===== src/rtl/lvu_pkg.sv =====
`timescale 1ns / 1ps
`default_nettype none

package lvu_pkg;

  // Register indexes of the configuration port.
  localparam logic [1:0] REG_DAMPING_RATE   = 2'd0;
  localparam logic [1:0] REG_TIME_STEP      = 2'd1;
  localparam logic [1:0] REG_NOISE_STRENGTH = 2'd2;

  localparam logic [23:0] DAMPING_RESET   = 24'd0;
  localparam logic [23:0] TIME_STEP_RESET = 24'd65536;
  localparam logic [31:0] NOISE_RESET     = 32'd0;

  // 48-bit linear congruential generator: X = A * X + C mod 2^48.
  localparam logic [47:0] LCG_SEED   = 48'h1234ABCD330E;
  localparam logic [31:0] LCG_MUL_LO = 32'hDEECE66D;
  localparam logic [31:0] LCG_MUL_HI = 32'h00000005;
  localparam logic [47:0] LCG_ADD    = 48'h00000000000B;

  // One in the format of gamma*dt (32 fraction bits) is two halves of the step.
  localparam logic [47:0] K_ONE = 48'h000200000000;

  // Accumulator width is ACC_BASE - VEL_FRAC_BITS, the rounding shift is
  // ROUND_BASE - VEL_FRAC_BITS.
  localparam int ACC_BASE   = 114;
  localparam int ROUND_BASE = 65;

  localparam logic [31:0] VEL_MAX  = 32'h7FFFFFFF;
  localparam logic [31:0] VEL_MIN  = 32'h80000000;
  localparam logic [31:0] HALF_ONE = 32'h80000000;
  localparam logic [1:0]  LAST_COMP = 2'd2;

  typedef struct packed {
    logic               action;
    logic signed [31:0] vel_x;
    logic signed [31:0] vel_y;
    logic signed [31:0] vel_z;
  } in_beat_t;

  typedef struct packed {
    logic signed [31:0] new_x;
    logic signed [31:0] new_y;
    logic signed [31:0] new_z;
    logic               saturated;
  } out_beat_t;

  typedef enum logic [3:0] {
    UOP_GDT,
    UOP_NOP,
    UOP_LCG0,
    UOP_LCG1,
    UOP_LCG2,
    UOP_DMP_LO,
    UOP_NS_R,
    UOP_DMP_HI,
    UOP_NZ_LO,
    UOP_NZ_HI
  } uop_e;

  typedef struct packed {
    logic       valid;
    uop_e       code;
    logic [1:0] comp;
    logic       last;
  } uop_t;

  typedef enum logic [1:0] {
    SH_0,
    SH_32,
    SH_V,
    SH_V32
  } shift_e;

  typedef enum logic {
    PRE_LCG,
    PRE_HALF
  } pre_e;

  typedef struct packed {
    logic   en;
    logic   clear;
    logic   neg;
    shift_e shift;
    pre_e   pre;
  } acc_ctl_t;

  typedef enum logic [1:0] {
    S_IDLE,
    S_RUN,
    S_DRAIN,
    S_DONE
  } seq_state_e;

  typedef struct packed {
    uop_t uop;
    logic load_out;
  } seq_ctl_t;

  typedef struct packed {
    logic res_done;
    logic out_free;
  } dp_status_t;

endpackage

`default_nettype wire


===== src/rtl/langevin_velocity_update.sv =====
`timescale 1ns / 1ps
`default_nettype none

// Langevin velocity half step for one particle per beat. Action 0 applies
// v * (1 - gamma*dt/2); action 1 adds the noise term c*r*dt/2 with one
// uniform draw in [-1/2, 1/2) per component, drawn in x, y, z order from a
// 48-bit drand48-style generator kept inside the block (seeded at reset).
// Each component is computed exactly, rounded half up once and saturated to
// 32 bits; saturated flags any clipped component. All products go through a
// single 32x32 multiplier: an action 1 beat issues gamma*dt, then per
// component three generator partial products, two damping partial
// products, c*|r| and two partial products with dt; an action 0 beat issues
// gamma*dt, one wait and two damping partial products per component. After
// the accumulator drains, the result is handed over to the output register
// once that register is free, and the block goes idle to take the next
// beat; it takes no new beat while one is in flight. The result sits in its
// own output register, so the next beat is taken while it waits.
// Configuration may be written only while the block is idle.
module langevin_velocity_update #(
  parameter int VEL_FRAC_BITS = 16
) (
  input  wire                 clk_i,
  input  wire                 rst_ni,
  input  wire                 in_valid_i,
  output logic                in_stall_o,
  input  lvu_pkg::in_beat_t   in_data_i,
  output logic                out_valid_o,
  input  wire                 out_stall_i,
  output lvu_pkg::out_beat_t  out_data_o,
  input  wire                 cfg_we_i,
  input  wire  [1:0]          cfg_index_i,
  input  wire  [31:0]         cfg_data_i
);
  import lvu_pkg::*;

  localparam int ACC_W       = ACC_BASE - VEL_FRAC_BITS;
  localparam int ROUND_SHIFT = ROUND_BASE - VEL_FRAC_BITS;
  localparam int Q_W         = ACC_W - ROUND_SHIFT;

  // Configuration registers.
  logic [23:0] gamma_q;
  logic [23:0] dt_q;
  logic [31:0] noise_q;

  // Generator state and per-item intermediates.
  logic [47:0] lcg_q;
  logic [47:0] kmag_q;
  logic        kneg_q;
  logic [62:0] p_q;
  in_beat_t    in_q;

  // Pipeline: the micro-op in the accumulate stage and the finish flag.
  uop_t        uop_a_q;
  logic        fin_q;
  logic [1:0]  fin_comp_q;

  out_beat_t   res_q;
  out_beat_t   out_q;
  logic        out_valid_q;

  seq_ctl_t    seq_ctl;
  dp_status_t  status;
  logic        in_accept;

  logic        mul_en;
  logic [31:0] op_a;
  logic [31:0] op_b;
  acc_ctl_t    acc_ctl;
  logic [63:0] prod;
  logic [ACC_W-1:0] acc_d;
  logic [ACC_W-1:0] acc;

  logic [31:0] vmag_issue;
  logic [31:0] vel_a;
  logic        dneg;
  logic        rneg;
  logic [31:0] rmag;
  logic [31:0] draw;

  logic [Q_W-1:0] quot;
  logic           fits;
  logic [31:0]    fin_val;
  logic           fin_sat;

  logic [47:0] gdt;
  logic        gdt_gt;

  assign in_accept = in_valid_i && !in_stall_o;

  lvu_seq u_seq (
    .clk_i      (clk_i),
    .rst_ni     (rst_ni),
    .in_valid_i (in_valid_i),
    .in_stall_o (in_stall_o),
    .action_i   (in_data_i.action),
    .status_i   (status),
    .ctl_o      (seq_ctl)
  );

  lvu_mac #(
    .VEL_FRAC_BITS (VEL_FRAC_BITS)
  ) u_mac (
    .clk_i     (clk_i),
    .mul_en_i  (mul_en),
    .op_a_i    (op_a),
    .op_b_i    (op_b),
    .acc_ctl_i (acc_ctl),
    .prod_o    (prod),
    .acc_d_o   (acc_d),
    .acc_o     (acc)
  );

  function automatic logic [31:0] vel_sel(input in_beat_t b, input logic [1:0] comp);
    logic [31:0] v;
    case (comp)
      2'd0:    v = b.vel_x;
      2'd1:    v = b.vel_y;
      default: v = b.vel_z;
    endcase
    return v;
  endfunction

  // The uniform draw is the top 32 bits of the generator, offset by one half.
  assign draw = lcg_q[47:16];
  assign rneg = !draw[31];
  assign rmag = draw[31] ? {1'b0, draw[30:0]} : (HALF_ONE - draw);

  // Magnitude of the velocity component; the most negative value gives 2^31.
  always_comb begin
    vmag_issue = vel_sel(in_q, seq_ctl.uop.comp);
    if (vmag_issue[31]) begin
      vmag_issue = ~vmag_issue + 32'd1;
    end
  end

  // Operand selection for the micro-op entering the multiplier.
  always_comb begin
    mul_en = seq_ctl.uop.valid && (seq_ctl.uop.code != UOP_NOP);
    op_a   = '0;
    op_b   = '0;
    unique case (seq_ctl.uop.code)
      UOP_GDT: begin
        op_a = {8'b0, gamma_q};
        op_b = {8'b0, dt_q};
      end
      UOP_LCG0: begin
        op_a = LCG_MUL_LO;
        op_b = lcg_q[31:0];
      end
      UOP_LCG1: begin
        op_a = LCG_MUL_LO;
        op_b = {16'b0, lcg_q[47:32]};
      end
      UOP_LCG2: begin
        op_a = LCG_MUL_HI;
        op_b = lcg_q[31:0];
      end
      UOP_DMP_LO: begin
        op_a = kmag_q[31:0];
        op_b = vmag_issue;
      end
      UOP_NS_R: begin
        op_a = noise_q;
        op_b = rmag;
      end
      UOP_DMP_HI: begin
        op_a = {16'b0, kmag_q[47:32]};
        op_b = vmag_issue;
      end
      UOP_NZ_LO: begin
        op_a = p_q[31:0];
        op_b = {8'b0, dt_q};
      end
      UOP_NZ_HI: begin
        op_a = {1'b0, p_q[62:32]};
        op_b = {8'b0, dt_q};
      end
      default: begin
        op_a = '0;
        op_b = '0;
      end
    endcase
  end

  // Accumulate-stage control. The damping term is signed by the signs of
  // the velocity and of the factor k; the noise term by the sign of r.
  assign vel_a = vel_sel(in_q, uop_a_q.comp);
  assign dneg  = vel_a[31] ^ kneg_q;

  always_comb begin
    acc_ctl.en    = 1'b0;
    acc_ctl.clear = 1'b0;
    acc_ctl.neg   = 1'b0;
    acc_ctl.shift = SH_0;
    acc_ctl.pre   = PRE_HALF;
    if (uop_a_q.valid) begin
      unique case (uop_a_q.code)
        UOP_LCG0: begin
          acc_ctl.en    = 1'b1;
          acc_ctl.clear = 1'b1;
          acc_ctl.pre   = PRE_LCG;
        end
        UOP_LCG1, UOP_LCG2: begin
          acc_ctl.en    = 1'b1;
          acc_ctl.shift = SH_32;
        end
        UOP_DMP_LO: begin
          acc_ctl.en    = 1'b1;
          acc_ctl.clear = 1'b1;
          acc_ctl.neg   = dneg;
          acc_ctl.shift = SH_V;
        end
        UOP_DMP_HI: begin
          acc_ctl.en    = 1'b1;
          acc_ctl.neg   = dneg;
          acc_ctl.shift = SH_V32;
        end
        UOP_NZ_LO: begin
          acc_ctl.en    = 1'b1;
          acc_ctl.neg   = rneg;
        end
        UOP_NZ_HI: begin
          acc_ctl.en    = 1'b1;
          acc_ctl.neg   = rneg;
          acc_ctl.shift = SH_32;
        end
        default: acc_ctl.en = 1'b0;
      endcase
    end
  end

  // k = 1 - gamma*dt/2 kept as sign and magnitude.
  assign gdt    = prod[47:0];
  assign gdt_gt = gdt > K_ONE;

  // Rounding was preloaded into the accumulator, so finishing is a shift
  // and a range check.
  assign quot = acc[ACC_W-1:ROUND_SHIFT];
  assign fits = (&quot[Q_W-1:31]) || !(|quot[Q_W-1:31]);
  always_comb begin
    fin_sat = !fits;
    if (fits) begin
      fin_val = quot[31:0];
    end else begin
      fin_val = quot[Q_W-1] ? VEL_MIN : VEL_MAX;
    end
  end

  assign status.res_done = fin_q && (fin_comp_q == LAST_COMP);
  assign status.out_free = !out_valid_q || !out_stall_i;

  always_ff @(posedge clk_i or negedge rst_ni) begin
    if (!rst_ni) begin
      gamma_q     <= DAMPING_RESET;
      dt_q        <= TIME_STEP_RESET;
      noise_q     <= NOISE_RESET;
      lcg_q       <= LCG_SEED;
      uop_a_q     <= '0;
      fin_q       <= 1'b0;
      fin_comp_q  <= '0;
      out_valid_q <= 1'b0;
    end else begin
      if (cfg_we_i) begin
        unique case (cfg_index_i)
          REG_DAMPING_RATE:   gamma_q <= cfg_data_i[23:0];
          REG_TIME_STEP:      dt_q    <= cfg_data_i[23:0];
          REG_NOISE_STRENGTH: noise_q <= cfg_data_i;
          default: ;
        endcase
      end
      if (uop_a_q.valid && (uop_a_q.code == UOP_LCG2)) begin
        lcg_q <= acc_d[47:0];
      end
      uop_a_q    <= seq_ctl.uop;
      fin_q      <= uop_a_q.valid && uop_a_q.last;
      fin_comp_q <= uop_a_q.comp;
      if (seq_ctl.load_out) begin
        out_valid_q <= 1'b1;
      end else if (out_valid_q && !out_stall_i) begin
        out_valid_q <= 1'b0;
      end
    end
  end

  // Payload registers.
  always_ff @(posedge clk_i) begin
    if (in_accept) begin
      in_q <= in_data_i;
    end
    if (uop_a_q.valid && (uop_a_q.code == UOP_GDT)) begin
      kneg_q <= gdt_gt;
      kmag_q <= gdt_gt ? (gdt - K_ONE) : (K_ONE - gdt);
    end
    if (uop_a_q.valid && (uop_a_q.code == UOP_NS_R)) begin
      p_q <= prod[62:0];
    end
    if (fin_q) begin
      case (fin_comp_q)
        2'd0: begin
          res_q.new_x     <= fin_val;
          res_q.saturated <= fin_sat;
        end
        2'd1: begin
          res_q.new_y     <= fin_val;
          res_q.saturated <= res_q.saturated | fin_sat;
        end
        default: begin
          res_q.new_z     <= fin_val;
          res_q.saturated <= res_q.saturated | fin_sat;
        end
      endcase
    end
    if (seq_ctl.load_out) begin
      out_q <= res_q;
    end
  end

  assign out_valid_o = out_valid_q;
  assign out_data_o  = out_q;

`ifndef ASSERT_OFF
  // When the block takes a beat, nothing of the previous one is still in
  // the accumulate or finish stage.
  a_idle_empty: assert property (@(posedge clk_i) disable iff (!rst_ni)
    !in_stall_o |-> (!uop_a_q.valid && !fin_q))
    else $error("beat accepted while the datapath still holds work");

  // A finished result never overwrites one that is still waiting.
  a_no_overwrite: assert property (@(posedge clk_i) disable iff (!rst_ni)
    seq_ctl.load_out |-> status.out_free)
    else $error("output register loaded while its beat is pending");

  // The last component finishes only while an item is in flight.
  a_done_busy: assert property (@(posedge clk_i) disable iff (!rst_ni)
    status.res_done |-> in_stall_o)
    else $error("result completed while the block is idle");

  // An accepted beat makes the block busy in the next cycle.
  a_accept_busy: assert property (@(posedge clk_i) disable iff (!rst_ni)
    in_accept |=> (in_stall_o && seq_ctl.uop.valid))
    else $error("sequencer did not start after an accepted beat");
`endif

endmodule

`default_nettype wire


===== src/rtl/lvu_mac.sv =====
`timescale 1ns / 1ps
`default_nettype none

// Shared 32x32 multiplier with a registered product, followed by a wide
// shift, negate and accumulate stage.
module lvu_mac #(
  parameter int VEL_FRAC_BITS = 16
) (
  input  wire                                         clk_i,
  input  wire                                         mul_en_i,
  input  wire  [31:0]                                 op_a_i,
  input  wire  [31:0]                                 op_b_i,
  input  lvu_pkg::acc_ctl_t                           acc_ctl_i,
  output logic [63:0]                                 prod_o,
  output logic [lvu_pkg::ACC_BASE-VEL_FRAC_BITS-1:0]  acc_d_o,
  output logic [lvu_pkg::ACC_BASE-VEL_FRAC_BITS-1:0]  acc_o
);
  import lvu_pkg::*;

  localparam int ACC_W       = ACC_BASE - VEL_FRAC_BITS;
  localparam int VSHIFT      = 32 - VEL_FRAC_BITS;
  localparam int PW          = 96 + VSHIFT;
  localparam int ROUND_SHIFT = ROUND_BASE - VEL_FRAC_BITS;
  localparam logic [ACC_W-1:0] HALF_LSB = {{(ACC_W-1){1'b0}}, 1'b1} << (ROUND_SHIFT - 1);

  logic [63:0]     prod_q;
  logic [ACC_W-1:0] acc_q;
  logic [PW-1:0]   wide;
  logic [ACC_W-1:0] term;
  logic [ACC_W-1:0] base;

  always_ff @(posedge clk_i) begin
    if (mul_en_i) begin
      prod_q <= op_a_i * op_b_i;
    end
    if (acc_ctl_i.en) begin
      acc_q <= acc_d_o;
    end
  end

  always_comb begin
    unique case (acc_ctl_i.shift)
      SH_0:    wide = {{(PW-64){1'b0}}, prod_q};
      SH_32:   wide = {{VSHIFT{1'b0}}, prod_q, 32'b0};
      SH_V:    wide = {32'b0, prod_q, {VSHIFT{1'b0}}};
      SH_V32:  wide = {prod_q, {(VSHIFT+32){1'b0}}};
      default: wide = '0;
    endcase
    term = acc_ctl_i.neg ? (~wide[ACC_W-1:0] + 1'b1) : wide[ACC_W-1:0];
    if (acc_ctl_i.clear) begin
      base = (acc_ctl_i.pre == PRE_HALF) ? HALF_LSB : {{(ACC_W-48){1'b0}}, LCG_ADD};
    end else begin
      base = acc_q;
    end
    acc_d_o = base + term;
  end

  assign prod_o = prod_q;
  assign acc_o  = acc_q;

endmodule

`default_nettype wire


===== src/rtl/lvu_seq.sv =====
`timescale 1ns / 1ps
`default_nettype none

// Micro-op sequencer: walks the product list of one item through the
// shared multiplier, one micro-op per cycle.
module lvu_seq (
  input  wire                 clk_i,
  input  wire                 rst_ni,
  input  wire                 in_valid_i,
  output logic                in_stall_o,
  input  wire                 action_i,
  input  lvu_pkg::dp_status_t status_i,
  output lvu_pkg::seq_ctl_t   ctl_o
);
  import lvu_pkg::*;

  seq_state_e state_q, state_d;
  uop_e       code_q, code_d;
  logic [1:0] comp_q, comp_d;
  logic       act_q, act_d;
  logic       last;

  always_ff @(posedge clk_i or negedge rst_ni) begin
    if (!rst_ni) begin
      state_q <= S_IDLE;
      code_q  <= UOP_GDT;
      comp_q  <= '0;
      act_q   <= 1'b0;
    end else begin
      state_q <= state_d;
      code_q  <= code_d;
      comp_q  <= comp_d;
      act_q   <= act_d;
    end
  end

  assign last = ((code_q == UOP_DMP_HI) && !act_q) || (code_q == UOP_NZ_HI);

  always_comb begin
    state_d        = state_q;
    code_d         = code_q;
    comp_d         = comp_q;
    act_d          = act_q;
    in_stall_o     = 1'b1;
    ctl_o.load_out = 1'b0;
    ctl_o.uop.valid = (state_q == S_RUN);
    ctl_o.uop.code  = code_q;
    ctl_o.uop.comp  = comp_q;
    ctl_o.uop.last  = last;

    unique case (state_q)
      S_IDLE: begin
        in_stall_o = 1'b0;
        if (in_valid_i) begin
          act_d   = action_i;
          comp_d  = '0;
          code_d  = UOP_GDT;
          state_d = S_RUN;
        end
      end
      S_RUN: begin
        if (last) begin
          if (comp_q == LAST_COMP) begin
            state_d = S_DRAIN;
          end else begin
            comp_d = comp_q + 2'd1;
            code_d = act_q ? UOP_LCG0 : UOP_DMP_LO;
          end
        end else begin
          unique case (code_q)
            UOP_GDT:    code_d = act_q ? UOP_LCG0 : UOP_NOP;
            UOP_NOP:    code_d = UOP_DMP_LO;
            UOP_LCG0:   code_d = UOP_LCG1;
            UOP_LCG1:   code_d = UOP_LCG2;
            UOP_LCG2:   code_d = UOP_DMP_LO;
            UOP_DMP_LO: code_d = act_q ? UOP_NS_R : UOP_DMP_HI;
            UOP_NS_R:   code_d = UOP_DMP_HI;
            UOP_DMP_HI: code_d = UOP_NZ_LO;
            UOP_NZ_LO:  code_d = UOP_NZ_HI;
            default:    code_d = UOP_GDT;
          endcase
        end
      end
      S_DRAIN: begin
        if (status_i.res_done) begin
          state_d = S_DONE;
        end
      end
      S_DONE: begin
        if (status_i.out_free) begin
          ctl_o.load_out = 1'b1;
          state_d        = S_IDLE;
        end
      end
      default: state_d = S_IDLE;
    endcase
  end

endmodule

`default_nettype wire


===== config.mk =====
export PLATFORM = sky130hd
export DESIGN_NAME = langevin_velocity_update
export DESIGN_NICKNAME = d
export VERILOG_FILES = /design/src/rtl/lvu_pkg.sv /design/src/rtl/langevin_velocity_update.sv /design/src/rtl/lvu_mac.sv /design/src/rtl/lvu_seq.sv
export SDC_FILE = /design/constraint.sdc
export NUM_CORES = 2
export LEC_CHECK = 0
export ABC_AREA = 1
export BUFFER_PORTS_ARGS = -buffer_cell sky130_fd_sc_hd__buf_2
export CORE_MARGIN = 1
export CORE_UTILIZATION = 40
export DETAILED_ROUTE_END_ITERATION = 10
export PLACE_DENSITY = 0.65
export SKIP_CTS_REPAIR_TIMING = 1
export SLEW_MARGIN = 5
export SYNTH_ARGS = -nofsm -noshare
export SYNTH_HDL_FRONTEND = slang
export SYNTH_HIERARCHICAL = 1
export SYNTH_SLANG_ARGS = --single-unit

===== constraint.sdc =====
create_clock -name clk_i -period 8.65 [get_ports clk_i]
set_clock_uncertainty 0.05 [all_clocks]
set_input_delay 0.865 -clock clk_i [delete_from_list [all_inputs] [get_ports clk_i]]
set_output_delay 0.865 -clock clk_i [all_outputs]
set_load 0.1 [all_outputs]

==> key figures <==
Global route
  • Largest net degree at the start of global routing: 91
  • Wire length of the first global-routing pass: 439000 um
  • Antenna violations before repair: 8
  • Residual overflow from global routing: 0
  • Vias in the first global route: 70300
  • Overall routing resource usage: 29.9%

Floorplanning
  • Full die area: 197000 um2
  • Effective utilization at floorplan: 40.4%
  • Chip Height: 444 um
  • Number of core rows: 161
  • IO Pins: 235
  • Die outline width: 444 um
  • Std-Cell Core Area: 193000 um2

Yosys
  • Leading cell types by total area after synthesis: fa_1 (23%), edfxtp_1 (22%), nand2_1 (13%), inv_1 (11%), ha_1 (6.0%)
  • Number of storage elements in the synthesis netlist: 713
  • Synth Flop Type: edfxtp_1
  • Number of standard cells after synthesis: 9988
  • Register area share after synthesis: 26.5%
  • Syn Std Cell Area: 78100 um2
  • Count of cell types in the netlist: 61
  • Synthesized area per cell: 7.82 um2
  • Yosys warning count: 6
  • Library cell occupying the most area in the post-synthesis netlist: fa_1
  • Share of flip-flops with an asynchronous set or reset: 20.9%
  • Number of nets in the synthesized netlist: 11400
  • Share of the synthesized area in the top cell type: 23.0%
  • Count of flip-flops with a built-in enable after synthesis: 564

Worst setup path
  • Critical path required time: 9.04 ns
  • Worst Setup Start Kind: flip-flop
  • Arrival time worst endpoint: 8.94 ns
  • Critical Path Sink Type: flip-flop
  • Biggest cell delay along the critical path: 0.66 ns
  • Worst setup path category: reg2reg
  • Max FO, Critical Path: 13
  • Slowest cell on the critical path: fa_2
  • Critical path's most frequent cell: fa_1

Timing
  • Final worst path period need: 8.55 ns
  • Setup repair after global routing missed its margin: yes
  • Number of failing setup endpoints in the final timing report: 0
  • Count of pins over their slew limit: 0
  • Fmax: 117 MHz
  • Post-Route Setup TNS: 0 ns
  • Worst-margin pin slew: 1.13 ns
  • Final worst setup slack: 0.0960 ns
  • Number of endpoints with negative hold slack in the final report: 0
  • Relative slew slack: 24.6%
  • Final period utilization: 98.9%

Finish
  • Area occupied by multi-input gates: 49300 um2
  • Area growth, synth to finish: 17.8%
  • Share of final-layout standard cells stronger than drive strength 1: 14.7%
  • Area used by sequential logic in the layout: 20700 um2
  • Number of fill cells in the layout: 18800
  • Final nets: 12100
  • Final cell count without fillers: 13200

Detailed routing
  • Average detailed-routed wire length per instance: 22.7 um
  • Post-route DRC violation count: 0
  • Via count: 69100
  • Final wirelength: 300000 um
  • Via density: 5.22
  • Antenna Nets Post-Route: 0
  • Pre-Repair DR Iteration Count: 8
  • Drt first-iter violations: 5745

Clock tree
  • Clock buffers created by TritonCTS: 80
  • CTS root buffer: clkbuf_16
  • Depth of the CTS H-tree: 3
  • Clock tree from TritonCTS: done
  • CTS clock-pin slew for the worst setup and hold paths: 0.06 ns
  • Clk buf depth: 3
  • Skew-Pair Late Insertion Delay: 0.74 ns
  • Number of sinks driven by the clock tree: 713

Place
  • Post-placement cell count: 13000
  • Post-placement setup slack: -0.317 ns
  • Total of buffers placed on input and output ports: 234
  • Post-DP HPWL: 246000 um
  • Weighted congestion reported at the end of routability-driven placement: 1.02

Outcome
  • Run status: complete, no violations

Flow run
  • Max capacitance violation total: 0

Worst hold path
  • Hold Crit Class: in2async
-- routing by layer --
metal  track usage [%]  up-vias  part of all wire (%)
met3              3.50      660                   6.3
li1                  -    31800                     -
met4              12.6        8                   5.4
met1              37.4    34000                    39
met5                 0        -                 0.014
met2              52.0     2682                    49
-- cells in the final DEF, fill, tap and decap left out, types with 303 or more instances in the layout --
| cell type | n |
|---|---|
| inv_1 | 2180 |
| nand2_1 | 2633 |
| o21ai_0 | 303 |
| ha_1 | 331 |
| edfxtp_1 | 564 |
| nand3_1 | 334 |
| buf_4 | 542 |
| fa_1 | 882 |
| nor2_1 | 791 |
| a21oi_1 | 321 |
-- path summary, 6_finish.rpt --
path	startpoint	end	slack, ns	depth (start not counted)
hold reg to reg	res_q[18]	out_data_o[18]	0.33	0
setup / recovery	u_seq/code_q[3]	u_mac/prod_o[39]	0.1	33
max in group asynchronous	rst_ni	gamma_q[17]	6.90	2
setup reg to reg	u_seq/code_q[3]	u_mac/prod_o[39]	0.1	33
min in group clk_i	in_data_i[63]	in_q[63]	0.30	1
hold / removal	rst_ni	out_valid_o	0.19	1
-- logic make-up after synthesis --
group / Yosys count / share of synthesized area, %
XOR/XNOR: 241 / 2.70
AND/OR/NAND/NOR: 4257 / 22.3
AO/OA/AOI/OAI: 908 / 6.45
multiplexers: 26 / 0.373
flip-flops: 713 / 26.5
adder cells (fa/ha/maj): 1270 / 29.0
buffers and inverters: 2573 / 12.7
-- critical path, delay by kind of cell, from the launching register on --
family | cells | cell delay [ns]
and+or+nand+nor | 8 | 0.83
DFF | 1 | 0.45
AOI/OAI and AO/OA | 5 | 1.12
adders and majority gates | 9 | 4.56
buffers and inverters | 10 | 1.09
xor gates and xnor gates | 1 | 0.17
-- area by class of cell --
type,count,share of cell area [%]
multi-input cells,6702,53.5
flip-flops and latches,713,22.5
inverters,2242,9.17
repair buffers,905,8.32
well taps,2526,3.44
clock buffers,94,2.27
clock inverters,55,0.751
diodes,3,0.00816
-- cell usage after synthesis (22+ instances only) --
cell         n
edfxtp_1   564
buf_2       32
nor3_1      73
o21ai_1     35
dfstp_2     23
a21oi_1    357
nor2_2      40
inv_1     2218
xor2_1     181
nand3_1    372
a31oi_1     22
fa_1       897
ha_1       373
mux2_2      25
clkbuf_1   257
nand3_2     23
o21bai_1    22
buf_6       23
nand4_1    103
xnor2_1     60
a221oi_1    33
nor2_1     873
dfrtp_1    126
nor4_1      24
o21ai_0    339
nand2_1   2676
-- flip-flops by register name (all words and copies together), names as in the netlist --
name and flops:
kmag_q 48, u_mac/acc_o 98, out_valid_o 1, uop_a_q 8, fin_comp_q 2, u_seq/state_q 2, dt_q 24, gamma_q 24
kneg_q 1, fin_q 1, lcg_q 48, out_data_o 97, u_seq/comp_q 2, res_q 97, p_q 63, u_seq/act_q 1
noise_q 32, in_q 96, u_mac/prod_o 64, u_seq/code_q 4
-- through the flow --
stage / util, % / instance area [um2] / hold WS [ns]
CTS: 46.4 / 89700 / 0.207
floorplan: - / 78100 / 0.319
finish: 47.6 / 92000 / 0.189
detailed placement: 45.0 / 86900 / 0.355
global placement: 45.0 / 86900 / 0.350
global route: 47.6 / 92000 / 0.242
Power is not shown: default switching activity piles up to over one toggle a cycle in this logic, so the estimate is an artifact.
